### src/nscc_pkg.sv
// Shared types and character constants for the NMEA checksum checker.
package nscc_pkg;

  localparam logic [7:0] CharBang   = 8'h21;  // '!'
  localparam logic [7:0] CharDollar = 8'h24;  // '$'
  localparam logic [7:0] CharStar   = 8'h2A;  // '*'
  localparam logic [7:0] CharZero   = 8'h30;  // '0'
  localparam logic [7:0] CharUpperA = 8'h41;  // 'A'

  // Verdict for one sentence.
  typedef struct packed {
    logic       star_found;
    logic [7:0] computed_sum;
    logic       checksum_ok;
  } nscc_result_t;

  // Result hand-off from the parser to the output stage.
  typedef struct packed {
    logic         valid;
    nscc_result_t result;
  } nscc_res_if_t;

endpackage

### src/nscc_parse.sv
// Sentence parser: per-byte state update and end-of-sentence verdict.
module nscc_parse (
  input  logic                  clk_i,
  input  logic                  rst_ni,
  input  logic                  accept_i,
  input  logic [7:0]            sentence_byte_i,
  input  logic                  end_of_sentence_i,
  output nscc_pkg::nscc_res_if_t res_o
);

  localparam logic [1:0] PhWait      = 2'd0;
  localparam logic [1:0] PhBody      = 2'd1;
  localparam logic [1:0] PhTail      = 2'd2;
  localparam logic [1:0] PhStarFirst = 2'd3;

  logic [1:0] phase_q, phase_d;
  logic [7:0] body_xor_q, body_xor_d;
  logic       high_q, high_d;
  logic [1:0] tail_cnt_q, tail_cnt_d;
  logic       pend_q, pend_d;
  logic       tail_bad_q, tail_bad_d;
  logic [7:0] first_q, first_d;
  logic [7:0] second_q, second_d;
  logic       is_ws;
  logic [7:0] body_val;

  function automatic logic [7:0] hex_upper(input logic [3:0] nib);
    if (nib < 4'd10) begin
      hex_upper = nscc_pkg::CharZero + {4'd0, nib};
    end else begin
      hex_upper = nscc_pkg::CharUpperA + {4'd0, nib} - 8'd10;
    end
  endfunction

  assign is_ws = (sentence_byte_i == 8'h20) ||
                 ((sentence_byte_i >= 8'h09) && (sentence_byte_i <= 8'h0D));

  always_comb begin
    case (sentence_byte_i)
      nscc_pkg::CharBang:   body_val = 8'h00;
      nscc_pkg::CharDollar: body_val = 8'h01;
      default:              body_val = sentence_byte_i;
    endcase
  end

  always_comb begin
    phase_d    = phase_q;
    body_xor_d = body_xor_q;
    high_d     = high_q;
    tail_cnt_d = tail_cnt_q;
    pend_d     = pend_q;
    tail_bad_d = tail_bad_q;
    first_d    = first_q;
    second_d   = second_q;
    unique case (phase_q)
      PhWait: begin
        if (!is_ws) begin
          phase_d = (sentence_byte_i == nscc_pkg::CharStar) ? PhStarFirst : PhBody;
        end
      end
      PhBody: begin
        if (sentence_byte_i == nscc_pkg::CharStar) begin
          phase_d = PhTail;
        end else begin
          body_xor_d = body_xor_q ^ body_val;
          high_d     = high_q | sentence_byte_i[7];
        end
      end
      PhTail: begin
        if (is_ws) begin
          pend_d = 1'b1;
        end else begin
          tail_bad_d = tail_bad_q | pend_q;
          if (tail_cnt_q == 2'd0) first_d = sentence_byte_i;
          if (tail_cnt_q == 2'd1) second_d = sentence_byte_i;
          if (tail_cnt_q != 2'd3) tail_cnt_d = tail_cnt_q + 2'd1;
        end
      end
      default: begin
      end
    endcase
  end

  // Verdict from the state as it stands after this byte.
  always_comb begin
    res_o.valid                = accept_i & end_of_sentence_i;
    res_o.result.checksum_ok   = 1'b0;
    res_o.result.computed_sum  = 8'h00;
    res_o.result.star_found    = 1'b0;
    unique case (phase_d)
      PhBody: res_o.result.computed_sum = body_xor_d;
      PhTail: begin
        res_o.result.computed_sum = body_xor_d;
        res_o.result.star_found   = 1'b1;
        res_o.result.checksum_ok  = !high_d && !tail_bad_d && (tail_cnt_d == 2'd2) &&
                                    (first_d == hex_upper(body_xor_d[7:4])) &&
                                    (second_d == hex_upper(body_xor_d[3:0]));
      end
      PhStarFirst: res_o.result.star_found = 1'b1;
      default: begin
      end
    endcase
  end

  always_ff @(posedge clk_i or negedge rst_ni) begin
    if (!rst_ni) begin
      phase_q    <= PhWait;
      body_xor_q <= 8'h00;
      high_q     <= 1'b0;
      tail_cnt_q <= 2'd0;
      pend_q     <= 1'b0;
      tail_bad_q <= 1'b0;
      first_q    <= 8'h00;
      second_q   <= 8'h00;
    end else if (accept_i) begin
      if (end_of_sentence_i) begin
        phase_q    <= PhWait;
        body_xor_q <= 8'h00;
        high_q     <= 1'b0;
        tail_cnt_q <= 2'd0;
        pend_q     <= 1'b0;
        tail_bad_q <= 1'b0;
        first_q    <= 8'h00;
        second_q   <= 8'h00;
      end else begin
        phase_q    <= phase_d;
        body_xor_q <= body_xor_d;
        high_q     <= high_d;
        tail_cnt_q <= tail_cnt_d;
        pend_q     <= pend_d;
        tail_bad_q <= tail_bad_d;
        first_q    <= first_d;
        second_q   <= second_d;
      end
    end
  end

endmodule

### src/nscc_out_reg.sv
// Output register holding one verdict until the downstream side takes it.
module nscc_out_reg (
  input  logic                   clk_i,
  input  logic                   rst_ni,
  input  nscc_pkg::nscc_res_if_t res_i,
  input  logic                   ready_i,
  output logic                   valid_o,
  output logic                   free_o,
  output nscc_pkg::nscc_result_t result_o
);

  logic                   valid_q, valid_d;
  nscc_pkg::nscc_result_t result_q;

  assign free_o = !valid_q || ready_i;
  assign valid_d = res_i.valid ? 1'b1 : (ready_i ? 1'b0 : valid_q);

  always_ff @(posedge clk_i or negedge rst_ni) begin
    if (!rst_ni) begin
      valid_q <= 1'b0;
    end else begin
      valid_q <= valid_d;
    end
  end

  always_ff @(posedge clk_i) begin
    if (res_i.valid) begin
      result_q <= res_i.result;
    end
  end

  assign valid_o  = valid_q;
  assign result_o = result_q;

endmodule

### src/nmea_sentence_checksum_check_top.sv
// Top level of the NMEA sentence checksum checker.
//
//   channel | direction | tdata (low bit up)                         | tlast
//   --------+-----------+--------------------------------------------+----------------
//   s_*     | in        | [7:0] sentence_byte                        | end_of_sentence
//   m_*     | out       | [0] checksum_ok, [8:1] computed_sum,       | -
//           |           | [9] star_found, [15:10] zero               |
//
// A new byte word may be taken in every cycle while no verdict waits unclaimed.
// The verdict for a sentence appears on m_* the cycle after its last byte is
// accepted, registered from the parser's combinational verdict into the output register.
// Reset returns the parser to the start of a sentence and empties the output.
// While a verdict waits unclaimed, s_tready_o drops; it rises again in the
// cycle the verdict is taken, so a stalled consumer holds back the input.
module nmea_sentence_checksum_check_top (
  input  logic        clk_i,
  input  logic        rst_ni,
  input  logic        s_tvalid_i,
  output logic        s_tready_o,
  input  logic [7:0]  s_tdata_i,   // [7:0] sentence_byte
  input  logic        s_tlast_i,   // end_of_sentence
  output logic        m_tvalid_o,
  input  logic        m_tready_i,
  output logic [15:0] m_tdata_o    // [0] ok, [8:1] sum, [9] star, [15:10] zero
);

  logic                   accept;
  logic                   out_free;
  nscc_pkg::nscc_res_if_t res;
  nscc_pkg::nscc_result_t result;

  // Accept a word whenever the output register can take a verdict this cycle.
  assign s_tready_o = out_free;
  assign accept     = s_tvalid_i && out_free;

  nscc_parse u_parse (
    .clk_i             (clk_i),
    .rst_ni            (rst_ni),
    .accept_i          (accept),
    .sentence_byte_i   (s_tdata_i),
    .end_of_sentence_i (s_tlast_i),
    .res_o             (res)
  );

  nscc_out_reg u_out_reg (
    .clk_i    (clk_i),
    .rst_ni   (rst_ni),
    .res_i    (res),
    .ready_i  (m_tready_i),
    .valid_o  (m_tvalid_o),
    .free_o   (out_free),
    .result_o (result)
  );

  // Pack the verdict, lowest field first, padded to two bytes.
  assign m_tdata_o = {6'd0, result.star_found, result.computed_sum, result.checksum_ok};

endmodule
### config.mk
export PLATFORM = sky130hd
export DESIGN_NAME = nmea_sentence_checksum_check_top
export DESIGN_NICKNAME = d
export VERILOG_FILES = /design/src/nscc_pkg.sv /design/src/nscc_parse.sv /design/src/nscc_out_reg.sv /design/src/nmea_sentence_checksum_check_top.sv
export SDC_FILE = /design/constraint.sdc
export NUM_CORES = 1
export LEC_CHECK = 0
export BUFFER_PORTS_ARGS = -buffer_cell sky130_fd_sc_hd__buf_2
export CORE_MARGIN = 5
export CORE_UTILIZATION = 25
export CTS_CLUSTER_SIZE = 8
export DETAILED_ROUTE_END_ITERATION = 8
export HOLD_SLACK_MARGIN = 0.02
export PLACE_DENSITY = 0.51
export SLEW_MARGIN = 0
export SYNTH_ARGS = -nofsm -noshare
export SYNTH_HDL_FRONTEND = slang
export SYNTH_SLANG_ARGS = --single-unit
export TNS_END_PERCENT = 50
### constraint.sdc
create_clock -name clk_i -period 2.64 [get_ports clk_i]
set_input_delay 0.396 -clock clk_i [delete_from_list [all_inputs] [get_ports clk_i]]
set_output_delay 0.396 -clock clk_i [all_outputs]
set_load 0.01 [all_outputs]
* Word-level counts from Yosys, hierarchy flattened
Index checks and enable logic that the tools add are counted.
** Cells by class
- $add $sub $neg :: 7
- Order comparisons :: 4
- Equal/unequal tests :: 14
- Bitwise logic cells :: 4
- Multiplexer cells :: 37
- Reduce and logical (&&, ||, !) cells :: 19
** Operators with widths (number)
- 2-to-1 mux 8 bit :: 15
- == test 8 x 6 -> 1 bit, second input constant :: 4
- adder 7 x 4 -> 8 bit, first input constant :: 2
- == test 8 bit :: 2
- 2-to-1 mux 2 bit :: 8
- one-hot mux 8 bit (2 select lines) :: 1
- subtractor 8 x 4 -> 8 bit, second input constant :: 2
- adder 6 x 4 -> 7 bit, first input constant :: 2
- 2-to-1 mux 1 bit :: 12
- == test 2 bit, second input constant :: 4
- greater-or-equal comparator 8 x 4 -> 1 bit, second input constant :: 1
- <= comparator 8 x 4 -> 1 bit, second input constant :: 1
- < comparator 4 bit, second input constant :: 2
- bitwise XOR 8 bit :: 1
- == test 2 x 1 -> 1 bit, second input constant :: 3
- logical AND 1 bit :: 6
- nonzero test 2 bit :: 3
- logical NOT 2 bit :: 2
- one-hot mux 2 bit (2 select lines) :: 1
- OR reduction 2 bit :: 2
- logical NOT 1 bit :: 3
- AND reduction 3 bit :: 1
- adder 2 x 1 -> 2 bit, second input constant :: 1
- logical OR 1 bit :: 2
- 3 further kinds :: 4
** Storage, ports and cells
- Output and inout bits :: 18
- Register bits after elaboration :: 42
- Word-level logic and storage cells :: 97

* Logic depth before layout (Yosys ltp)
Gate-level depths: netlist of the first run.
- Word-level depth :: 12
- Mapped depth :: 12
- Mapped depth without buffers :: 11

* Modules after synthesis
From an unflattened synthesis of the first run, not the netlist that was laid out.
** Unflattened totals
- Cell total of the unflattened synthesis :: 270
- Area, all modules :: 2788.9 um^2
** Modules (own cells, without submodules)
- nscc_parse :: area an instance 2386.0 um^2, cells each 249, times used 1
- nscc_out_reg :: area an instance 347.8 um^2, cells each 13, times used 1
- nmea_sentence_checksum_check_top :: area an instance 55.1 um^2, cells each 8, times used 1

* Worst setup path after synthesis of the first run
OpenSTA, ideal clock, no wires.
- Path kind :: input-to-reg
- Start point :: input port s_tdata_i[4]
- End point :: register u_out_reg.result_q (netlist bit u_out_reg.result_o[0]), data pin
- Slack :: -0.121 ns
- Arrival time :: 2.626 ns
- Stages on the path :: 11
- Cell sequence :: buf_4 > nor4b_4 > a31oi_1 > xor2_2 > inv_2 > ha_1 > o21ai_1 > a221o_1 > o2111ai_1 > a2111oi_0 > and4bb_1
** On the way
- Longest elaborated chain between the ends :: 12
- Elaborated cells on any way between the ends :: 50
** Ends and longest elaborated chain
- start, declared :: RTL line nmea_sentence_checksum_check_top.sv:20 : input logic [7:0] s_tdata_i,
- == test 8 x 6 -> 1 bit :: RTL line nscc_parse.sv:39 : case (sentence_byte_i)
- one-hot mux 8 bit (2 select lines) :: RTL line nscc_parse.sv:39
- bitwise XOR 8 bit :: RTL line nscc_parse.sv:65 : body_xor_d = body_xor_q ^ body_val;
- 2-to-1 mux 8 bit :: RTL line nscc_parse.sv:62 : if (sentence_byte_i == nscc_pkg::CharStar) begin
- 2-to-1 mux 8 bit :: RTL line nscc_parse.sv:55 : unique case (phase_q)
- adder 7 x 4 -> 8 bit :: RTL line nscc_parse.sv:31 : hex_upper = nscc_pkg::CharUpperA + {4'd0, nib} - 8'd10;
- subtractor 8 x 4 -> 8 bit :: RTL line nscc_parse.sv:31
- 2-to-1 mux 8 bit :: RTL line nscc_parse.sv:28 : if (nib < 4'd10) begin
- 2-to-1 mux 8 bit :: RTL line nscc_parse.sv:90 : unique case (phase_d)
- == test 8 bit :: RTL line nscc_parse.sv:96 : (first_d == hex_upper(body_xor_d[7:4])) &&
- logical AND 1 bit :: RTL line nscc_parse.sv:95 : res_o.result.checksum_ok = !high_d && !tail_bad_d && (tail_cnt_d == 2'd2) &&
- logical AND 1 bit :: RTL line nscc_parse.sv:96
- end signal, assigned :: RTL line nscc_out_reg.sv:28 : result_q <= res_i.result;
- end, declared :: RTL line nscc_out_reg.sv:13 : nscc_pkg::nscc_result_t result_q;
Several ways; a longest one is shown, not always the timed one. The select of a mux whose other input is x is not followed.
A chain may end at the register's enable or synchronous reset.

* Worst setup path after layout of the first run
- Start point :: input port s_tdata_i[7]
- End point :: register u_out_reg.result_q (netlist bit u_out_reg.result_o[0]), data pin
Same word-level chain as after synthesis.

==> impl_metrics.toml, run 1 <==
[run_status]
status = "finished clean"

[cts]
clk_pin_slew_ns = 0.08
root_buffer = "clkbuf_8"
tritoncts = "done"
clock-sinks = 42
ctsHtreeMaxLevel = 2
clock_path_buffers = 2
insertion_delay_ns = 0.30
cts-buffers-inserted = 5

[timing]
setup_viol = 0
slew_headroom_pct = 49.4
fin_crit_ns = 2.54
slew_violations = 0
max_freq_ghz = 0.394
worst_pin_slew_ns = 0.759
final.setup.tns_ns = 0
timing.final.ws_setup_ns = 0.0988
timing.final.crit_share_pct = 96.3
clock_skew_ns = 0.00794
hold_violations = 0

[global_routing]
grt_start_max_net_pins = 33
antenna_found_initial = 0
grt_usage_pct = 12.1
grt_remaining_overflow = 0
grt_pass1_vias = 2411
grt_pass1_wl_um = 12700

[synth]
synth.most_common_cell = "dfrtp_1"
synth_edf_count = 10
synth_top_area_share_pct = 29.1
yosys.cell_types.count = 57
synth_area_um2 = 2750
yosys_warnings = 0
synth_cells = 297
yosys-top-cells-area = "dfrtp_1 29%, edfxtp_1 11%, mux2i_1 4.7%"
synth_seq_cells = 42
seq_area_frac_synth_pct = 40.0
synthTopCellsByCount = "32 x dfrtp_1, 31 x nand2_1, 25 x o21ai_0"
synthArstFlopShare_pct = 76.2
synth_top_area_cell = "dfrtp_1"
avgSynthCellArea_um2 = 9.26
synthFlopType = "dfrtp_1"

[critical_path]
crit_arrival_ns = 2.70
r2r-start = "u_parse.phase_q[1]"
worstRegToRegCells = 9
ff2ff_setup_slack_ns = 0.13
endpoint_kind = "flip-flop"
cp_data_required_time_ns = 2.80
crit_type = "input pin to flip-flop"
r2r_end = "u_out_reg.result_o[0]"
crit_fanout = 6
start_kind = "input pin"

[pwr]
leakagePower_uw = 0.00159
vdd_drop_max_mv = 0.254
power.density_nw_per_um2 = 606

[drt]
drtIter0Drc = 191
drt_wl_total_um = 7940
wl_per_cell_um = 15.6
drtAntennaViolNets = 0
drc = 0
dr_total_vias = 2451
via_per_inst = 4.81
firstDrtPassIters = 4

[final_layout]
areaGrowthSynthToFinish_pct = 31.9
fin_nets = 386
num_antenna_cells = 0
final_area_um2 = 3630
fin_util_pct = 33.6
layout-drive-gt1-share_pct = 33.0

[floorplan]
chipHeight_um = 115
start_util_pct = 25.5
std_cell_rows = 38
dieArea_um2 = 13200
die_w_um = 115
fp.coreArea_um2 = 10800
io_pins = 31

[run]
cap_violations = 0

[place]
globalplace.congestion = 0.818
place_ws_ns = -0.394
place.port_buffers = 24
dp_hpwl_um = 6100
placed_cell_area_um2 = 3400

[worst_hold_path]
hold_path_class = "input pin to async pin"
[routing by layer]
| metal | share of wire [%] | wire (µm) | global-route usage [%] | vias to the layer above |
|---|---|---|---|---|
| met5 | 0 | 0 | 0 | - |
| met4 | 1.9 | 153 | 3.91 | 0 |
| met3 | 3.4 | 268 | 1.84 | 13 |
| met2 | 46 | 3680 | 19.1 | 64 |
| met1 | 48 | 3840 | 17.1 | 1170 |
| li1 | - | - | - | 1204 |
[state kept, by name (all words and copies together) (netlist names)]
name	flops
u_out_reg.result_o	10
u_parse.body_xor_q	8
u_parse.first_q	8
u_parse.second_q	8
u_parse.phase_q	2
u_parse.tail_cnt_q	2
u_out_reg.valid_o	1
u_parse.high_q	1
u_parse.pend_q	1
u_parse.tail_bad_q	1
[cells by family after synthesis]
logic type               count (synthesis)  synth area share (%)
AO/OA/AOI/OAI                           84                  19.5
AND/OR/NAND/NOR                        106                  21.5
other                                    1                 0.136
adder cells (fa/ha/maj)                  4                  1.82
buffers and inverters                   29                  5.68
flip-flops                              42                  40.0
XOR/XNOR                                17                  6.23
multiplexers                            14                  5.14
[critical path, cell delays in order]
cell and delay (ns):
buf_4 0.12, nor4b_4 0.31, buf_4 0.22, and3_4 0.19
o21ai_4 0.06, xor2_2 0.23, ha_4 0.20, buf_6 0.09
a21oi_1 0.03, mux2i_1 0.15, nand4_1 0.15, a2111oi_4 0.32
and4bb_1 0.22
[repair_timing]
action                                  CTS  global route
buffers inserted                          0             3
pin swaps                                 0            10
endpoints found under the setup margin    1             1
resized for setup                         5            22
hold buffers                              0             0
[final cells by class]
class | instances | area (µm²)
multi-input cells | 231 | 1650
well taps | 140 | 175
clock buffers | 8 | 80.1
repair buffers | 85 | 603
flip-flops and latches | 42 | 1100
fillers | 1134 | 7160
inverters | 4 | 15.0
[how the worst max path moves through the flow]
| stage | start | end | cells past startpoint |
|---|---|---|---|
| 2_1_floorplan | s_tdata_i[4] | u_out_reg.result_o[0] | 12 |
| 3_3_place_gp | s_tdata_i[4] | u_out_reg.result_o[0] | 13 |
| 3_5_place_dp | s_tdata_i[5] | u_out_reg.result_o[0] | 13 |
| 4_1_cts | u_parse.phase_q[1] | u_out_reg.result_o[0] | 11 |
| 5_1_grt | s_tdata_i[7] | u_out_reg.result_o[0] | 13 |
| 6_report | s_tdata_i[7] | u_out_reg.result_o[0] | 13 |
[metrics by stage]
step                power (µW)  cells  hold WS [ns]
floorplan                 1410    302         0.100
global placement          1720    499         0.474
detailed placement        1740    499         0.490
CTS                       2180    507         0.198
global route              2360    510         0.225
finish                    2200    510         0.165
[where the power goes]
group	internal (µW)	switching, µW	total [µW]
registers	775	86.7	862
logic	459	468	927
clock network	188	224	412
[cells in the final DEF (no fill, tap or decap), types with 10 or more instances in the layout]
cell,Yosys,layout
a21oi_1,11,11
a22oi_1,14,14
buf_2,8,22
buf_4,8,60
dfrtp_1,32,30
edfxtp_1,10,10
mux2i_1,13,11
nand2_1,31,31
nand3b_1,11,11
nor2_1,16,16
o21ai_0,25,24
Power figures use the tool's default switching activity.
==> run 2: changes to the inputs <==
--- a/config.mk
+++ b/config.mk
@@ -5,7 +5,7 @@
 export SDC_FILE = /design/constraint.sdc
 export NUM_CORES = 1
 export LEC_CHECK = 0
-export BUFFER_PORTS_ARGS = -buffer_cell sky130_fd_sc_hd__buf_2
+export BUFFER_PORTS_ARGS = -buffer_cell sky130_fd_sc_hd__buf_4
 export CORE_MARGIN = 5
 export CORE_UTILIZATION = 25
 export CTS_CLUSTER_SIZE = 8
==> run 2 against run 1 <==
  * Total power rose by 8.6%
  * Die area did not move
  * Hold slack got worse by 0.13 ns
  * Utilization rose by 2.2 points
  * Highest routed layer unchanged
  * Sequential share of layout area fell by 1.8 points
  * Global-route usage fell by 0.067 points
  * Worst setup slack improved by 0.012 ns
  * Final cell count rose by 0.39%
  * Count of clock-buffer cells in the layout fell by 1
  * Combinational power rose by 6.9%
  * First-iteration DRC count fell by 24%
  * Clock skew barely moved
==> impl_metrics.toml, run 2 (synthesis gave the netlist of run 1 again) <==
[critical_path]
critPathBufInv = 0
path_cells = "nand2b_1, nor3_4, nand3_2, mux2i_2, xor2_1, mux2_2, a21oi_1, and4bb_1"
cp_data_required_time_ns = 2.70
endpoint_kind = "flip-flop"
crit_fanout = 6
start_kind = "flip-flop"
slowest_delay_ns = 0.48
crit_slowest_cell = "dfrtp_2"
path_delay_family = "simple AND/OR/NAND/NOR gates"
crit_type = "flip-flop to flip-flop"
crit_arrival_ns = 2.59

[final_layout]
final_cell_mix = "80 x buf_4, 31 x nand2_1, 30 x dfrtp_1"
areaGrowthSynthToFinish_pct = 40.4
n_fill_cell = 1107
final_common_cell = "buf_4"
largest_register_ffs = 10
layout-drive-gt1-share_pct = 36.6
fin_util_pct = 35.8
num_antenna_cells = 0
fin_nets = 388

[pwr]
leakagePower_uw = 0.00163
pwr-share-comb_pct = 41.5
power.density_nw_per_um2 = 619
vdd_drop_max_mv = 0.389
sequentialPowerShare_pct = 36.8
power_uw = 2390
p_clk_share_pct = 21.8
p_int_uw = 1550
swShare_pct = 35.0
p_sw_uw = 835

[place]
globalplace.congestion = 0.841
place.port_buffers = 24
dp_hpwl_um = 5890

[floorplan]
chipHeight_um = 115
die_w_um = 115
fp.coreArea_um2 = 10800
start_util_pct = 25.5
std_cell_rows = 38
dieArea_um2 = 13200
io_pins = 31

[drt]
drtIter0Drc = 146
drc = 0
dr_total_vias = 2424
drtAntennaViolNets = 0
via_per_inst = 4.73
drt_wl_total_um = 8100
firstDrtPassIters = 4
wl_per_cell_um = 15.8

[timing]
setup_viol = 0
max_freq_ghz = 0.395
slew_headroom_pct = 59.4
slew_violations = 0
clock_skew_ns = 0.00761
fin_crit_ns = 2.53
timing.final.crit_share_pct = 95.8
worst_pin_slew_ns = 0.607
hold_violations = 0

[global_routing]
grt_remaining_overflow = 0
grt_usage_pct = 12.1
grt_start_max_net_pins = 33
grt_pass1_wl_um = 12600
grt_pass1_vias = 2344
antenna_found_initial = 0

[run]
cap_violations = 0

[cts]
ctsHtreeMaxLevel = 2
cts-hold-fix-buffers = 0
cts-buffers-inserted = 5
clock_path_buffers = 2
tritoncts = "done"
root_buffer = "clkbuf_8"
insertion_delay_ns = 0.30
clock-sinks = 42
clk_pin_slew_ns = 0.09

[worst_hold_path]
hold_path_class = "input pin to async pin"

[run_status]
status = "finished clean"
## run 2: cell types whose count changed in the layout (fill, tap and decap cells not counted), moves of 2 or more
cell,before,now
nand3_2,0,2
buf_6,2,6
mux2i_1,11,9
mux2i_4,0,3
buf_2,22,0
o21ai_2,0,2
buf_4,60,80
nand3_1,3,1
## run 2: worst reg2reg max path, cell delays in order (launching register included)
cell	delay, ns
dfrtp_2	0.48
nand2b_1	0.23
nor3_4	0.25
nand3_2	0.14
mux2i_2	0.25
xor2_1	0.22
mux2_2	0.35
a21oi_1	0.16
and4bb_1	0.22
## run 2: layout make-up
| cell class | count | area, µm² | area share (%) |
|---|---|---|---|
| multi-input combinational | 231 | 1770 | 45.9 |
| tap | 140 | 175 | 4.54 |
| sequential | 42 | 1100 | 28.6 |
| clock inverter | 1 | 30.0 | 0.777 |
| inverter | 4 | 15.0 | 0.389 |
| clock buffer | 7 | 76.3 | 1.98 |
| timing repair buffer | 87 | 688 | 17.8 |
## run 2: worst paths after layout
kind                                    start               endpoint  slack, ns  depth (start not counted)
setup / recovery           u_parse.phase_q[0]  u_out_reg.result_o[0]       0.11                          8
hold reg to reg            u_parse.first_q[3]     u_parse.first_q[3]       0.50                          2
setup reg to reg           u_parse.phase_q[0]  u_out_reg.result_o[0]       0.11                          8
max in group asynchronous              rst_ni     u_parse.phase_q[0]       2.26                          1
min in group clk_i                 m_tready_i      u_out_reg.valid_o       0.44                          3
hold / removal                         rst_ni  u_parse.body_xor_q[2]       0.04                          1
## run 2: layer usage
metal | vias to the layer above | wire length [µm] | GRT usage, %
li1 | 1208 | - | -
met1 | 1164 | 4090 | 17.7
met2 | 43 | 3640 | 19.1
met3 | 9 | 296 | 1.95
met4 | 0 | 78 | 1.88
met5 | - | 0 | 0
## run 2: power groups by stage
stage                     clock network, µW  registers (µW)  logic (µW)
after global routing                    556             892        1090
after CTS                               533             860         856
after floorplan                           0             854         551
final                                   520             879         991
after detailed placement                  0             872         845
after global placement                    0             868         835
## run 2: through the flow
step           hold WS, ns  TNS [ns]  setup WS, ns  std cells  instance area (µm²)
2_1_floorplan        0.100    -0.118        -0.118        302                 2800
3_3_place_gp         0.378    -0.277        -0.277        495                 3430
3_5_place_dp         0.385    -0.331        -0.331        495                 3430
4_1_cts             0.0607         0        0.0114        503                 3550
5_1_grt             0.0686   -0.0489       -0.0489        512                 3860
6_report            0.0395         0         0.111        512                 3860
## run 2: what timing repair did
action	in CTS	in global routing
setup buffers	0	9
hold endpoints to repair	0	0
gates resized for setup	5	46
pin swaps	0	21
setup endpoints to repair	1	1
